$ cat src/clcd_pkg.sv
// Shared types, constants and the init command table for the character LCD sequencer.
package clcd_pkg;

  localparam int unsigned FUNC_W   = 2;
  localparam int unsigned BYTE_W   = 8;
  localparam int unsigned COLUMN_W = 6;
  localparam int unsigned ROW_W    = 2;
  localparam int unsigned HOLD_W   = 16;
  localparam int unsigned ADDR_W   = 7;
  localparam int unsigned STEP_W   = 2;
  localparam int unsigned CFG_IDX_W  = 2;
  localparam int unsigned CFG_DATA_W = 16;

  localparam logic [CFG_IDX_W-1:0] CFG_TICKS_PER_QUARTER_US = 2'd0;
  localparam logic [CFG_IDX_W-1:0] CFG_PRE_WRITE_US         = 2'd1;
  localparam logic [CFG_IDX_W-1:0] CFG_COMMAND_HOLD_US      = 2'd2;
  localparam logic [CFG_IDX_W-1:0] CFG_CHAR_HOLD_US         = 2'd3;

  localparam logic [HOLD_W-1:0] COMMAND_HOLD_RESET = 16'd2000;
  localparam logic [HOLD_W-1:0] CHAR_HOLD_RESET    = 16'd50;

  localparam logic [BYTE_W-1:0] CMD_FUNCTION_SET = 8'h38;
  localparam logic [BYTE_W-1:0] CMD_DISPLAY_ON   = 8'h0E;
  localparam logic [BYTE_W-1:0] CMD_CLEAR        = 8'h01;
  localparam logic [BYTE_W-1:0] CMD_ENTRY_MODE   = 8'h06;
  localparam logic [BYTE_W-1:0] DDRAM_SET        = 8'h80;
  localparam logic [ADDR_W-1:0] LINE2_OFFSET     = 7'h40;
  localparam logic [ROW_W-1:0]  ROW_TWO          = 2'd2;

  localparam logic [STEP_W-1:0] INIT_LAST_STEP = 2'd3;

  typedef enum logic [FUNC_W-1:0] {
    FUNC_INIT   = 2'd0,
    FUNC_CMD    = 2'd1,
    FUNC_CHAR   = 2'd2,
    FUNC_CURSOR = 2'd3
  } func_e;

  typedef struct packed {
    func_e             kind;
    logic [BYTE_W-1:0] data;
  } job_t;

  typedef struct packed {
    logic [HOLD_W-1:0] command_hold_us;
    logic [HOLD_W-1:0] char_hold_us;
  } hold_cfg_t;

  function automatic logic [BYTE_W-1:0] init_byte(input logic [STEP_W-1:0] step);
    logic [BYTE_W-1:0] b;
    case (step)
      2'd0:    b = CMD_FUNCTION_SET;
      2'd1:    b = CMD_DISPLAY_ON;
      2'd2:    b = CMD_CLEAR;
      default: b = CMD_ENTRY_MODE;
    endcase
    return b;
  endfunction

endpackage

$ cat src/clcd_req_if.sv
// Request channel: one display request per word.
interface clcd_req_if import clcd_pkg::*; ();
  logic                valid;
  logic                ready;
  logic [FUNC_W-1:0]   func;
  logic [BYTE_W-1:0]   value;
  logic [COLUMN_W-1:0] column;
  logic [ROW_W-1:0]    row;

  modport source (output valid, output func, output value, output column, output row,
                  input ready);
  modport sink   (input valid, input func, input value, input column, input row,
                  output ready);
endinterface

$ cat src/clcd_wr_if.sv
// Bus write channel: one display bus write per word.
interface clcd_wr_if import clcd_pkg::*; ();
  logic              valid;
  logic              ready;
  logic              reg_select;
  logic [BYTE_W-1:0] bus_byte;
  logic              poll_first;
  logic [HOLD_W-1:0] hold_us;
  logic              last;

  modport source (output valid, output reg_select, output bus_byte, output poll_first,
                  output hold_us, output last, input ready);
  modport sink   (input valid, input reg_select, input bus_byte, input poll_first,
                  input hold_us, input last, output ready);
endinterface

$ cat src/clcd_cfg_if.sv
// Configuration write channel: register index and write data.
interface clcd_cfg_if import clcd_pkg::*; ();
  logic                  valid;
  logic                  ready;
  logic [CFG_IDX_W-1:0]  index;
  logic [CFG_DATA_W-1:0] data;

  modport source (output valid, output index, output data, input ready);
  modport sink   (input valid, input index, input data, output ready);
endinterface

$ cat src/char_lcd_command_sequencer_unit.sv
// Top level of the character LCD command sequencer.
// Each display request (init, command, character, cursor) becomes one to four bus write
// words, each with register select, data byte, a poll-busy flag and the hold time in
// microseconds to apply after the strobe. The front end classifies a request and computes
// the cursor address in the cycle it is taken; a queue of QUEUE_DEPTH jobs then feeds the
// back end, which issues one word per clock, unless the sink stalls, into a registered
// output stage. An init request expands into four words, every other request into one, so
// with a free sink the block sustains one word per cycle; the words' own display timing is
// applied by the downstream strobe engine. Configuration writes take effect on the next
// word issued and are always accepted.
module char_lcd_command_sequencer_unit import clcd_pkg::*; #(
  parameter int unsigned QUEUE_DEPTH = 2
) (
  input  logic        clk_i,
  input  logic        rst_ni,
  clcd_req_if.sink    req_i,
  clcd_wr_if.source   wr_o,
  clcd_cfg_if.sink    cfg_i
);

  hold_cfg_t hold_cfg;
  logic      q_push, q_full, q_pop, q_valid;
  job_t      push_job, head_job;

  clcd_cfg u_cfg (
    .clk_i      (clk_i),
    .rst_ni     (rst_ni),
    .cfg_i      (cfg_i),
    .hold_cfg_o (hold_cfg)
  );

  clcd_front u_front (
    .req_i    (req_i),
    .q_full_i (q_full),
    .q_push_o (q_push),
    .q_job_o  (push_job)
  );

  clcd_queue #(
    .DEPTH (QUEUE_DEPTH)
  ) u_queue (
    .clk_i   (clk_i),
    .rst_ni  (rst_ni),
    .push_i  (q_push),
    .job_i   (push_job),
    .full_o  (q_full),
    .pop_i   (q_pop),
    .valid_o (q_valid),
    .job_o   (head_job)
  );

  clcd_back u_back (
    .clk_i      (clk_i),
    .rst_ni     (rst_ni),
    .hold_cfg_i (hold_cfg),
    .q_valid_i  (q_valid),
    .q_job_i    (head_job),
    .q_pop_o    (q_pop),
    .wr_o       (wr_o)
  );

endmodule

$ cat src/clcd_cfg.sv
// Configuration registers: hold times after command and character writes.
module clcd_cfg import clcd_pkg::*; (
  input  logic       clk_i,
  input  logic       rst_ni,
  clcd_cfg_if.sink   cfg_i,
  output hold_cfg_t  hold_cfg_o
);

  logic [HOLD_W-1:0] cmd_hold_q, char_hold_q;
  logic              wr_en;

  assign cfg_i.ready = 1'b1;
  assign wr_en       = cfg_i.valid;

  // tick and pre-write registers belong to the strobe timing engine downstream
  always_ff @(posedge clk_i or negedge rst_ni) begin
    if (!rst_ni) begin
      cmd_hold_q  <= COMMAND_HOLD_RESET;
      char_hold_q <= CHAR_HOLD_RESET;
    end else if (wr_en) begin
      case (cfg_i.index)
        CFG_COMMAND_HOLD_US: cmd_hold_q  <= cfg_i.data;
        CFG_CHAR_HOLD_US:    char_hold_q <= cfg_i.data;
        default: ;
      endcase
    end
  end

  assign hold_cfg_o.command_hold_us = cmd_hold_q;
  assign hold_cfg_o.char_hold_us    = char_hold_q;

endmodule

$ cat src/clcd_front.sv
// Front end: accepts requests, classifies them and builds the queued job.
module clcd_front import clcd_pkg::*; (
  clcd_req_if.sink  req_i,
  input  logic      q_full_i,
  output logic      q_push_o,
  output job_t      q_job_o
);

  logic [ADDR_W-1:0] addr;

  assign req_i.ready = !q_full_i;
  assign q_push_o    = req_i.valid && !q_full_i;

  always_comb begin
    addr = ADDR_W'(req_i.column) - ADDR_W'(1);
    if (req_i.row == ROW_TWO) begin
      addr = addr + LINE2_OFFSET;
    end
    q_job_o.kind = func_e'(req_i.func);
    case (func_e'(req_i.func))
      FUNC_CURSOR: q_job_o.data = DDRAM_SET | BYTE_W'(addr);
      default:     q_job_o.data = req_i.value;
    endcase
  end

endmodule

$ cat src/clcd_queue.sv
// Short job queue between front and back ends.
module clcd_queue import clcd_pkg::*; #(
  parameter int unsigned DEPTH = 2
) (
  input  logic clk_i,
  input  logic rst_ni,
  input  logic push_i,
  input  job_t job_i,
  output logic full_o,
  input  logic pop_i,
  output logic valid_o,
  output job_t job_o
);

  localparam int unsigned PTR_W = (DEPTH > 1) ? $clog2(DEPTH) : 1;
  localparam int unsigned CNT_W = $clog2(DEPTH + 1);
  localparam logic [PTR_W-1:0] LAST_PTR = PTR_W'(DEPTH - 1);
  localparam logic [CNT_W-1:0] FULL_CNT = CNT_W'(DEPTH);

  job_t              mem_q [DEPTH];
  logic [PTR_W-1:0]  wr_ptr_q, rd_ptr_q;
  logic [CNT_W-1:0]  cnt_q;

  assign full_o  = (cnt_q == FULL_CNT);
  assign valid_o = (cnt_q != '0);
  assign job_o   = mem_q[rd_ptr_q];

  always_ff @(posedge clk_i) begin
    if (push_i) begin
      mem_q[wr_ptr_q] <= job_i;
    end
  end

  always_ff @(posedge clk_i or negedge rst_ni) begin
    if (!rst_ni) begin
      wr_ptr_q <= '0;
      rd_ptr_q <= '0;
      cnt_q    <= '0;
    end else begin
      if (push_i) begin
        wr_ptr_q <= (wr_ptr_q == LAST_PTR) ? '0 : wr_ptr_q + PTR_W'(1);
      end
      if (pop_i) begin
        rd_ptr_q <= (rd_ptr_q == LAST_PTR) ? '0 : rd_ptr_q + PTR_W'(1);
      end
      case ({push_i, pop_i})
        2'b10:   cnt_q <= cnt_q + CNT_W'(1);
        2'b01:   cnt_q <= cnt_q - CNT_W'(1);
        default: ;
      endcase
    end
  end

endmodule

$ cat src/clcd_back.sv
// Back end: expands queued jobs into bus write words behind an output register.
module clcd_back import clcd_pkg::*; (
  input  logic       clk_i,
  input  logic       rst_ni,
  input  hold_cfg_t  hold_cfg_i,
  input  logic       q_valid_i,
  input  job_t       q_job_i,
  output logic       q_pop_o,
  clcd_wr_if.source  wr_o
);

  logic              out_valid_q;
  logic              rs_q, poll_q, last_q;
  logic [BYTE_W-1:0] byte_q;
  logic [HOLD_W-1:0] hold_q;
  logic [STEP_W-1:0] step_q;

  logic              load, fire, is_last;
  logic              rs_d, poll_d;
  logic [BYTE_W-1:0] byte_d;
  logic [HOLD_W-1:0] hold_d;

  always_comb begin
    load    = !out_valid_q || wr_o.ready;
    fire    = load && q_valid_i;
    is_last = (q_job_i.kind != FUNC_INIT) || (step_q == INIT_LAST_STEP);
    q_pop_o = fire && is_last;
    rs_d    = 1'b0;
    poll_d  = 1'b1;
    byte_d  = q_job_i.data;
    hold_d  = hold_cfg_i.command_hold_us;
    case (q_job_i.kind)
      FUNC_INIT:   byte_d = init_byte(step_q);
      FUNC_CMD:    ;
      FUNC_CHAR: begin
        rs_d   = 1'b1;
        hold_d = hold_cfg_i.char_hold_us;
      end
      FUNC_CURSOR: begin
        poll_d = 1'b0;
        hold_d = '0;
      end
      default: ;
    endcase
  end

  always_ff @(posedge clk_i) begin
    if (fire) begin
      rs_q   <= rs_d;
      byte_q <= byte_d;
      poll_q <= poll_d;
      hold_q <= hold_d;
      last_q <= is_last;
    end
  end

  always_ff @(posedge clk_i or negedge rst_ni) begin
    if (!rst_ni) begin
      out_valid_q <= 1'b0;
      step_q      <= '0;
    end else begin
      if (load) begin
        out_valid_q <= q_valid_i;
      end
      if (fire) begin
        step_q <= is_last ? '0 : step_q + STEP_W'(1);
      end
    end
  end

  assign wr_o.valid      = out_valid_q;
  assign wr_o.reg_select = rs_q;
  assign wr_o.bus_byte   = byte_q;
  assign wr_o.poll_first = poll_q;
  assign wr_o.hold_us    = hold_q;
  assign wr_o.last       = last_q;

endmodule
$ cat src/flat_wrapper.sv
// flat-port wrapper written by rule: the top's interface ports become plain ports
module char_lcd_command_sequencer_unit_flat import clcd_pkg::*;
#(
  parameter int unsigned QUEUE_DEPTH = 2
)
  (clk_i, rst_ni, req_i_valid, req_i_func, req_i_value, req_i_column, req_i_row, req_i_ready, wr_o_valid, wr_o_reg_select, wr_o_bus_byte, wr_o_poll_first, wr_o_hold_us, wr_o_last, wr_o_ready, cfg_i_valid, cfg_i_index, cfg_i_data, cfg_i_ready);
  clcd_req_if req_i_i ();
  clcd_wr_if wr_o_i ();
  clcd_cfg_if cfg_i_i ();
  input  logic clk_i;
  input  logic rst_ni;
  input wire logic [$bits(req_i_i.valid)-1:0] req_i_valid;
  input wire logic [$bits(req_i_i.func)-1:0] req_i_func;
  input wire logic [$bits(req_i_i.value)-1:0] req_i_value;
  input wire logic [$bits(req_i_i.column)-1:0] req_i_column;
  input wire logic [$bits(req_i_i.row)-1:0] req_i_row;
  output wire logic [$bits(req_i_i.ready)-1:0] req_i_ready;
  output wire logic [$bits(wr_o_i.valid)-1:0] wr_o_valid;
  output wire logic [$bits(wr_o_i.reg_select)-1:0] wr_o_reg_select;
  output wire logic [$bits(wr_o_i.bus_byte)-1:0] wr_o_bus_byte;
  output wire logic [$bits(wr_o_i.poll_first)-1:0] wr_o_poll_first;
  output wire logic [$bits(wr_o_i.hold_us)-1:0] wr_o_hold_us;
  output wire logic [$bits(wr_o_i.last)-1:0] wr_o_last;
  input wire logic [$bits(wr_o_i.ready)-1:0] wr_o_ready;
  input wire logic [$bits(cfg_i_i.valid)-1:0] cfg_i_valid;
  input wire logic [$bits(cfg_i_i.index)-1:0] cfg_i_index;
  input wire logic [$bits(cfg_i_i.data)-1:0] cfg_i_data;
  output wire logic [$bits(cfg_i_i.ready)-1:0] cfg_i_ready;
  assign req_i_i.valid = req_i_valid;
  assign req_i_i.func = req_i_func;
  assign req_i_i.value = req_i_value;
  assign req_i_i.column = req_i_column;
  assign req_i_i.row = req_i_row;
  assign req_i_ready = req_i_i.ready;
  assign wr_o_valid = wr_o_i.valid;
  assign wr_o_reg_select = wr_o_i.reg_select;
  assign wr_o_bus_byte = wr_o_i.bus_byte;
  assign wr_o_poll_first = wr_o_i.poll_first;
  assign wr_o_hold_us = wr_o_i.hold_us;
  assign wr_o_last = wr_o_i.last;
  assign wr_o_i.ready = wr_o_ready;
  assign cfg_i_i.valid = cfg_i_valid;
  assign cfg_i_i.index = cfg_i_index;
  assign cfg_i_i.data = cfg_i_data;
  assign cfg_i_ready = cfg_i_i.ready;
  char_lcd_command_sequencer_unit #(.QUEUE_DEPTH(QUEUE_DEPTH)) u_core (.clk_i(clk_i), .rst_ni(rst_ni), .req_i(req_i_i), .wr_o(wr_o_i), .cfg_i(cfg_i_i));
endmodule
$ cat config.mk
export PLATFORM = sky130hd
export DESIGN_NAME = char_lcd_command_sequencer_unit_flat
export DESIGN_NICKNAME = d
export VERILOG_FILES = /design/src/clcd_pkg.sv /design/src/clcd_req_if.sv /design/src/clcd_wr_if.sv /design/src/clcd_cfg_if.sv /design/src/char_lcd_command_sequencer_unit.sv /design/src/clcd_cfg.sv /design/src/clcd_front.sv /design/src/clcd_queue.sv /design/src/clcd_back.sv /design/src/flat_wrapper.sv
export SDC_FILE = /design/constraint.sdc
export NUM_CORES = 1
export LEC_CHECK = 0
export BUFFER_PORTS_ARGS = -buffer_cell sky130_fd_sc_hd__buf_2
export CAP_MARGIN = 5
export CORE_ASPECT_RATIO = 1.5
export CORE_MARGIN = 1.5
export CORE_UTILIZATION = 49
export CTS_BUF_LIST = sky130_fd_sc_hd__clkbuf_16
export DETAILED_ROUTE_END_ITERATION = 8
export PLACE_DENSITY = 0.75
export SLEW_MARGIN = 0
export SYNTH_ARGS = -nofsm -noshare
export SYNTH_HDL_FRONTEND = slang
export SYNTH_SLANG_ARGS = --single-unit
$ cat constraint.sdc
create_clock -name clk_i -period 2.4 [get_ports clk_i]
set_input_delay 0.48 -clock clk_i [delete_from_list [all_inputs] [get_ports clk_i]]
set_output_delay 0.48 -clock clk_i [all_outputs]
set_load 0.02 [all_outputs]
==> results of run 1 <==
-- critical path, cell delays in order (launching register included) --
cell and delay (ps):
sky130_fd_sc_hd__edfxtp_1 440, sky130_fd_sc_hd__nor3b_2 330, sky130_fd_sc_hd__o21bai_1 250, sky130_fd_sc_hd__and2_1 230
sky130_fd_sc_hd__ha_1 300, sky130_fd_sc_hd__nor2_1 150, sky130_fd_sc_hd__xor2_1 150
-- synth_stat cells, drive strengths merged (2+ instances only) --
cell type  number  area share [%]
o21bai          2            0.41
mux2           38              12
nand3           4            0.55
nand2           8            0.83
a2bb2oi         2            0.48
dfstp           9             6.5
ha              7             2.4
mux2i           8             2.2
or3             2            0.34
xnor2           5             1.2
o21ai           8             1.1
a22o           17             4.1
buf             9             1.4
nor2b           2            0.34
inv             6            0.62
dfrtp          30              21
nor2            8            0.90
edfxtp         47              39
nor3            6            0.97
and2            2            0.34
nand2b          4            0.69
-- metal layers --
layer  vias up  part of all wire (%)  GRT usage, %
li1       1039                     -             -
met1      1101                    40          21.0
met2        70                    52          29.5
met3        22                   4.4          5.41
met4         0                   3.6          11.7
met5         -                     0             0
-- report_power, final --
group,switching (W),internal [W],total [W]
clock,0.000518,0.000746,0.00126
sequential,0.000192,0.00217,0.00237
combinational,0.000953,0.000660,0.00161
-- state kept, by name, indices dropped and copies added (netlist names), 2 cells and up --
| signal | count |
|---|---|
| u_core.u_back.wr_o.hold_us | 16 |
| u_core.u_cfg.char_hold_q | 16 |
| u_core.u_queue.mem_q | 20 |
| u_core.u_cfg.cmd_hold_q | 16 |
| u_core.u_queue.cnt_q | 2 |
| u_core.u_back.wr_o.bus_byte | 8 |
| u_core.u_back.step_q | 2 |
-- worst max path at each step --
stage,slack (ps),endpoint,depth (start not counted),from
final,460,u_core.u_queue.cnt_q[1]$_DFFE_PN0P_,6,u_core.u_queue.mem_q[1][8]$_DFFE_PP_
after global routing,270,u_core.u_queue.cnt_q[1]$_DFFE_PN0P_,6,u_core.u_queue.rd_ptr_q$_DFFE_PN0P_
after CTS,450,u_core.u_queue.cnt_q[1]$_DFFE_PN0P_,6,u_core.u_queue.rd_ptr_q$_DFFE_PN0P_
after detailed placement,410,u_core.u_queue.mem_q[1][6]$_DFFE_PP_,6,req_i_column[0]
after global placement,480,u_core.u_queue.mem_q[0][6]$_DFFE_PP_,6,req_i_column[0]
after floorplan,160,u_core.u_queue.cnt_q[1]$_DFFE_PN0P_,6,u_core.u_back.wr_o.valid$_DFFE_PN0P_
-- kinds of logic after synthesis --
kind of cell,after synthesis
flip-flops,86
multiplexers,46
AND/OR/NAND/NOR,43
AO/OA/AOI/OAI,34
buffers and inverters,15
adder cells (fa/ha/maj),7
XOR/XNOR,6
other,1
-- metrics by stage --
step	setup slack [ps]	cell area [um2]	hold WS (ps)	util, %	instances
floorplan	164	3630	184	-	238
global placement	479	4100	477	57.0	404
detailed placement	413	4100	495	57.0	404
CTS	446	4370	293	60.9	420
global route	271	4370	332	60.9	420
finish	461	4370	274	60.9	420
-- area by class of cell --
type,instances,area [um2],area share (%)
clock buffer,10,250,5.72
clock inverter,6,27.5,0.629
inverter,6,22.5,0.515
multi-input combinational,137,1160,26.5
sequential,86,2400,54.8
tap,100,125,2.86
timing repair buffer,75,390,8.93
==> out/metrics.cfg, run 1 <==
[worst_setup_path]
crit-reg2reg-capture = u_core.u_queue.cnt_q[1]$_DFFE_PN0P_
crit-reg2reg-launch = u_core.u_queue.mem_q[1][8]$_DFFE_PP_
cp_data_arrival_time_ps = 2190
r2r.worst_path.cells = 6
path_type_of_the_worst_setup_path = reg -> reg
path_max_fanout = 7
critPathCaptureType = register
timing.reg2reg.setup_slack_ps = 460
worst_ep_required_time_ps = 2650
worst_setup_path_start_kind = register

[global_routing]
first_global_vias = 2237
globalRoute.totalOverflow = 0
global_route_wire_length_before_repair_um = 10600
grt_start_max_net_pins = 40
antenna_violations_before_repair = 0
grt.total_usage_pct = 18.3

[drt]
routed-via-count = 2232
drt-vias-per-instance = 5.31
ant_nets = 0
routed_wire_length_per_instance_um = 15.6
drtIter0Drc = 121
detail_route.first_pass.iterations = 4
detail_route.wirelength_um = 6560
drc_errors = 0

[die]
floorplan.die.height_um = 108
fp-row-count = 38
floorplan.initialDensity_pct = 50.5
dieArea_mm2 = 0.00794
fp.dieW_um = 73.3
io_pins = 71
core_area_mm2 = 0.00718

[min_path]
min_path_type = in -> async

[yosys]
yosys_warnings = 0
synth_seq_area_share_pct = 66.1
synth.cell_area_mm2 = 0.00363
mapped_cells = 238
synth_top_family_by_area = multiplexers
synth_cell_type_count = 38
asyncSetResetFlopFracSynth_pct = 45.3
synthXorXnorAreaFrac_pct = 1.45
syn_nets = 286
post_synth_mux_area_share_pct = 14.0
synth_seq_cells = 86
synth_edf_count = 47
share_of_synthesized_cell_area_in_full_adder_half_adder_and_majority_cells_pct = 2.41
synth_area_in_simple_gates_pct = 6.69
area_fraction_in_compound_gates_after_synthesis_pct = 7.21
syn_area_per_cell_um2 = 15.2
synth_flop_cell = sky130_fd_sc_hd__edfxtp_1

[timing]
fin_crit_sh_pct = 80.8
setup_violations = 0
timing.setup.tns_ps = 0
rsz0062_at_grt = false
drv_slew = 0
max_slew_margin_pct = 40.7
hold_violations = 0
worstMarginPinSlew_ps = 889
max_freq_mhz = 516
clock_skew_ps = 6.30
period_needed_ps = 1940

[layout]
n_fill_cell = 554
layout.nets = 363
antenna_cells = 0
layout_common_cells = 69 x sky130_fd_sc_hd__buf_2, 47 x sky130_fd_sc_hd__edfxtp_1, 38 x sky130_fd_sc_hd__mux2_2
drive_gt1_share_pct = 43.8
area_growth_syn_to_layout_pct = 20.6
layout_commonest_cell = sky130_fd_sc_hd__buf_2

[placement]
finalWeightedCongestion = 0.848
port_buffers = 69
dpl.hpwl_um = 4550

[power_and_ir_drop]
worst_ir_drop_vdd_mv = 0.486
design_power_total_w = 0.00524
leakage_nw = 1.83
power_density_mw_per_mm2 = 1200

[clock_tree]
max-clock-path-buffers = 2
clkSlewWorstSetupHoldPaths_ps = 60
cts_hold_buf = 0
cts_setup_buffers = 0
ctsRootBufferMaster = sky130_fd_sc_hd__clkbuf_16
htreeDepth = 3
tritoncts = yes
clk-insertion-delay-late_ps = 330
cts_resized = 0
number_of_buffers_inserted_during_clock_tree_synthesis = 9
cts.sinks = 86

[status]
run_status = completed

[job]
cap_violations = 0

Note: power is estimated with default switching activity, not from simulation.
==> run 2: changes to the inputs <==
ABC_AREA = 1   (was unset)
CORE_UTILIZATION = 55   (was 49)
PLACE_DENSITY = 0.79   (was 0.75)
clock period = 1.9 ns   (was 2.4 ns; I/O delays follow)
==> out/metrics.cfg, run 2 <==
[yosys]
mapped_cells = 362  ; +52%
synth_flop_cell = sky130_fd_sc_hd__edfxtp_1
synth_seq_cells = 86  ; unchanged
asyncSetResetFlopFracSynth_pct = 45.3  ; unchanged
synth_commonest_cells = 125 x sky130_fd_sc_hd__nand2_1, 47 x sky130_fd_sc_hd__edfxtp_1, 40 x sky130_fd_sc_hd__o21ai_0
syn_nets = 410  ; +43%
synth_area_leaders = sky130_fd_sc_hd__edfxtp_1 38%, sky130_fd_sc_hd__dfrtp_1 20%, sky130_fd_sc_hd__nand2_1 13%
synth.cell_area_mm2 = 0.00371  ; +2.3%
yosys_warnings = 0  ; unchanged
synth_edf_count = 47  ; unchanged
synth_seq_area_share_pct = 64.6  ; -1.5 points
yosysMostFrequentCell = sky130_fd_sc_hd__nand2_1
post-synth-top-area-fraction_pct = 38.0  ; -0.88 points
syn_area_per_cell_um2 = 10.3  ; -33%
synth_largest_area_cell = sky130_fd_sc_hd__edfxtp_1
synth_cell_type_count = 31  ; -18%

[power_and_ir_drop]
leakage_nw = 2.14  ; +17%
worst_ir_drop_vdd_mv = 0.681  ; +40%
power_density_mw_per_mm2 = 1540  ; +29%

[clock_tree]
htreeDepth = 3  ; unchanged
cts_resized = 0  ; unchanged
ctsRootBufferMaster = sky130_fd_sc_hd__clkbuf_16
cts_setup_buffers = 0  ; unchanged
clkSlewWorstSetupHoldPaths_ps = 60  ; about the same
tritoncts = yes
cts.sinks = 86  ; unchanged
number_of_buffers_inserted_during_clock_tree_synthesis = 9  ; unchanged
max-clock-path-buffers = 2  ; unchanged
cts_hold_buf = 0  ; unchanged
clk-insertion-delay-late_ps = 330  ; about the same

[timing]
rsz0062_at_grt = false
fin_crit_sh_pct = 91.3  ; +11 points
period_needed_ps = 1730  ; -204 ps
hold_ws_ps = 101  ; -173 ps
hold_violations = 0  ; unchanged
max_slew_margin_pct = 66.3  ; +26 points
drv_slew = 0  ; unchanged
clock_skew_ps = 6.29  ; -0.00841 ps
max_freq_mhz = 576  ; +12%
setup_violations = 0  ; unchanged
worstMarginPinSlew_ps = 505  ; -383 ps

[layout]
drive_gt1_share_pct = 28.8  ; -15 points
layout_common_cells = 124 x sky130_fd_sc_hd__nand2_1, 69 x sky130_fd_sc_hd__buf_2, 47 x sky130_fd_sc_hd__edfxtp_1
share_of_the_core_filled_with_cells_in_the_final_layout_pct = 68.0  ; +7.1 points
registers.top_by_ff_count = u_core.u_queue.mem_q
layout.nets = 487  ; +34%
largest_register_ff_count = 20  ; unchanged
layout_commonest_cell = sky130_fd_sc_hd__nand2_1
area_growth_syn_to_layout_pct = 19.8
antenna_cells = 0  ; unchanged
n_fill_cell = 459  ; -17%

[status]
run_status = completed

[drt]
drc_errors = 0  ; unchanged
drt-vias-per-instance = 5.09  ; -4.1%
detail_route.first_pass.iterations = 4  ; unchanged
drtIter0Drc = 190  ; +57%
routed_wire_length_per_instance_um = 13.1  ; -16%
routed-via-count = 2649  ; +19%
ant_nets = 0  ; unchanged
detail_route.wirelength_um = 6830  ; +4.2%

[die]
io_pins = 71  ; unchanged
floorplan.initialDensity_pct = 56.8  ; +6.3 points
core_area_mm2 = 0.00653  ; -9.0%
dieArea_mm2 = 0.00726  ; -8.6%
fp-row-count = 36  ; -5.3%
floorplan.die.height_um = 104  ; -4.4%
fp.dieW_um = 70.1  ; -4.3%

[global_routing]
first_global_vias = 2654  ; +19%
antenna_violations_before_repair = 0  ; unchanged
globalRoute.totalOverflow = 0  ; unchanged
global_route_wire_length_before_repair_um = 11600  ; +9.5%
grt_start_max_net_pins = 40  ; unchanged
grt.total_usage_pct = 20.5  ; +2.1 points

[placement]
port_buffers = 69  ; unchanged
finalWeightedCongestion = 0.888  ; +4.7%
dpl.hpwl_um = 4730  ; +3.9%

[worst_setup_path]
path_max_fanout = 11  ; +4
worst_setup_path_start_kind = register
r2r.worst_path.cells = 10  ; +4
worst_ep_required_time_ps = 2110  ; -540 ps
path_type_of_the_worst_setup_path = reg -> reg
critPathCaptureType = register
cp_data_arrival_time_ps = 1950  ; -240 ps

[job]
cap_violations = 0  ; unchanged

[min_path]
min_path_type = in -> async

==> run 2: cell types whose count changed in the layout (fill, tap and decap cells not counted), sizes merged, moves of 4 or more <==
cell    delta
a22o      -17
mux2i      -8
nor3       -6
nand2    +125
a21oi      +6
nand2b     -4
nor2       +5
inv       +32
o21ai     +35
mux2      -38
==> run 2: area by class of cell <==
cell class / instances / area, um2 / share of cell area [%]
clock buffer: 9 / 225 / 5.07
tap: 76 / 95.1 / 2.14
sequential: 86 / 2400 / 54.0
timing repair buffer: 78 / 413 / 9.29
multi-input combinational: 225 / 1120 / 25.2
clock inverter: 7 / 42.5 / 0.957
inverter: 39 / 149 / 3.35
==> run 2: kinds of logic (layout without fill, tap and decap cells) <==
| logic type | after synthesis | after routing | share of synthesized area [%] |
|---|---|---|---|
| AND/OR/NAND/NOR | 160 | 160 | 18.4 |
| flip-flops | 86 | 86 | 64.6 |
| AO/OA/AOI/OAI | 53 | 53 | 7.52 |
| buffers and inverters | 51 | 133 | 6.07 |
| adder cells (fa/ha/maj) | 7 | 7 | 2.36 |
| XOR/XNOR | 4 | 4 | 0.944 |
| other | 1 | 1 | 0.101 |
==> run 2: critical path, cell delays in order, from the launching register on <==
cell and delay, ps:
sky130_fd_sc_hd__dfrtp_1 470, sky130_fd_sc_hd__inv_2 210, sky130_fd_sc_hd__nand2_2 120, sky130_fd_sc_hd__nand2_8 70
sky130_fd_sc_hd__nand3_2 80, sky130_fd_sc_hd__nand2_2 90, sky130_fd_sc_hd__inv_2 40, sky130_fd_sc_hd__ha_4 220
sky130_fd_sc_hd__a21oi_2 100, sky130_fd_sc_hd__o21ai_1 80, sky130_fd_sc_hd__xor2_1 150
==> run 2: through the flow <==
stage          std cells  area [um2]  setup slack [ps]  TNS (ps)  total power (W)
2_1_floorplan        362        3740             -22.5     -22.5          0.00466
3_3_place_gp         504        4180               234         0          0.00527
3_5_place_dp         504        4180               180         0          0.00535
4_1_cts              520        4440               158         0          0.00691
5_1_grt              520        4440              22.0         0          0.00726
6_report             520        4440               165         0          0.00686
==> run 2: where the power goes <==
group          internal (W)  total [W]  switching [W]
sequential          0.00276    0.00300       0.000238
combinational      0.000763    0.00231        0.00155
clock              0.000874    0.00155       0.000679
==> run 2: metal layers <==
layer | up-vias | share of wire, % | GRT usage, %
met5 | - | 0 | 0
met3 | 11 | 5.2 | 4.57
li1 | 1315 | - | -
met4 | 0 | 1.8 | 9.62
met1 | 1240 | 37 | 22.5
met2 | 83 | 55 | 36.8
==> run 2: path summary, 6_finish.rpt <==
check,startpoint,endpoint,slack (ps)
worst max-delay path,u_core.u_queue.rd_ptr_q$_DFFE_PN0P_,u_core.u_queue.cnt_q[1]$_DFFE_PN0P_,170
worst min-delay path,rst_ni,u_core.u_cfg.cmd_hold_q[14]$_DFFE_PN0P_,100
worst max register to register,u_core.u_queue.rd_ptr_q$_DFFE_PN0P_,u_core.u_queue.cnt_q[1]$_DFFE_PN0P_,170
worst min register to register,u_core.u_cfg.char_hold_q[11]$_DFFE_PN0P_,u_core.u_cfg.char_hold_q[11]$_DFFE_PN0P_,490
max in group asynchronous,rst_ni,u_core.u_back.wr_o.valid$_DFFE_PN0P_,1420
min in group clk_i,req_i_func[1],u_core.u_queue.mem_q[1][9]$_DFFE_PP_,250
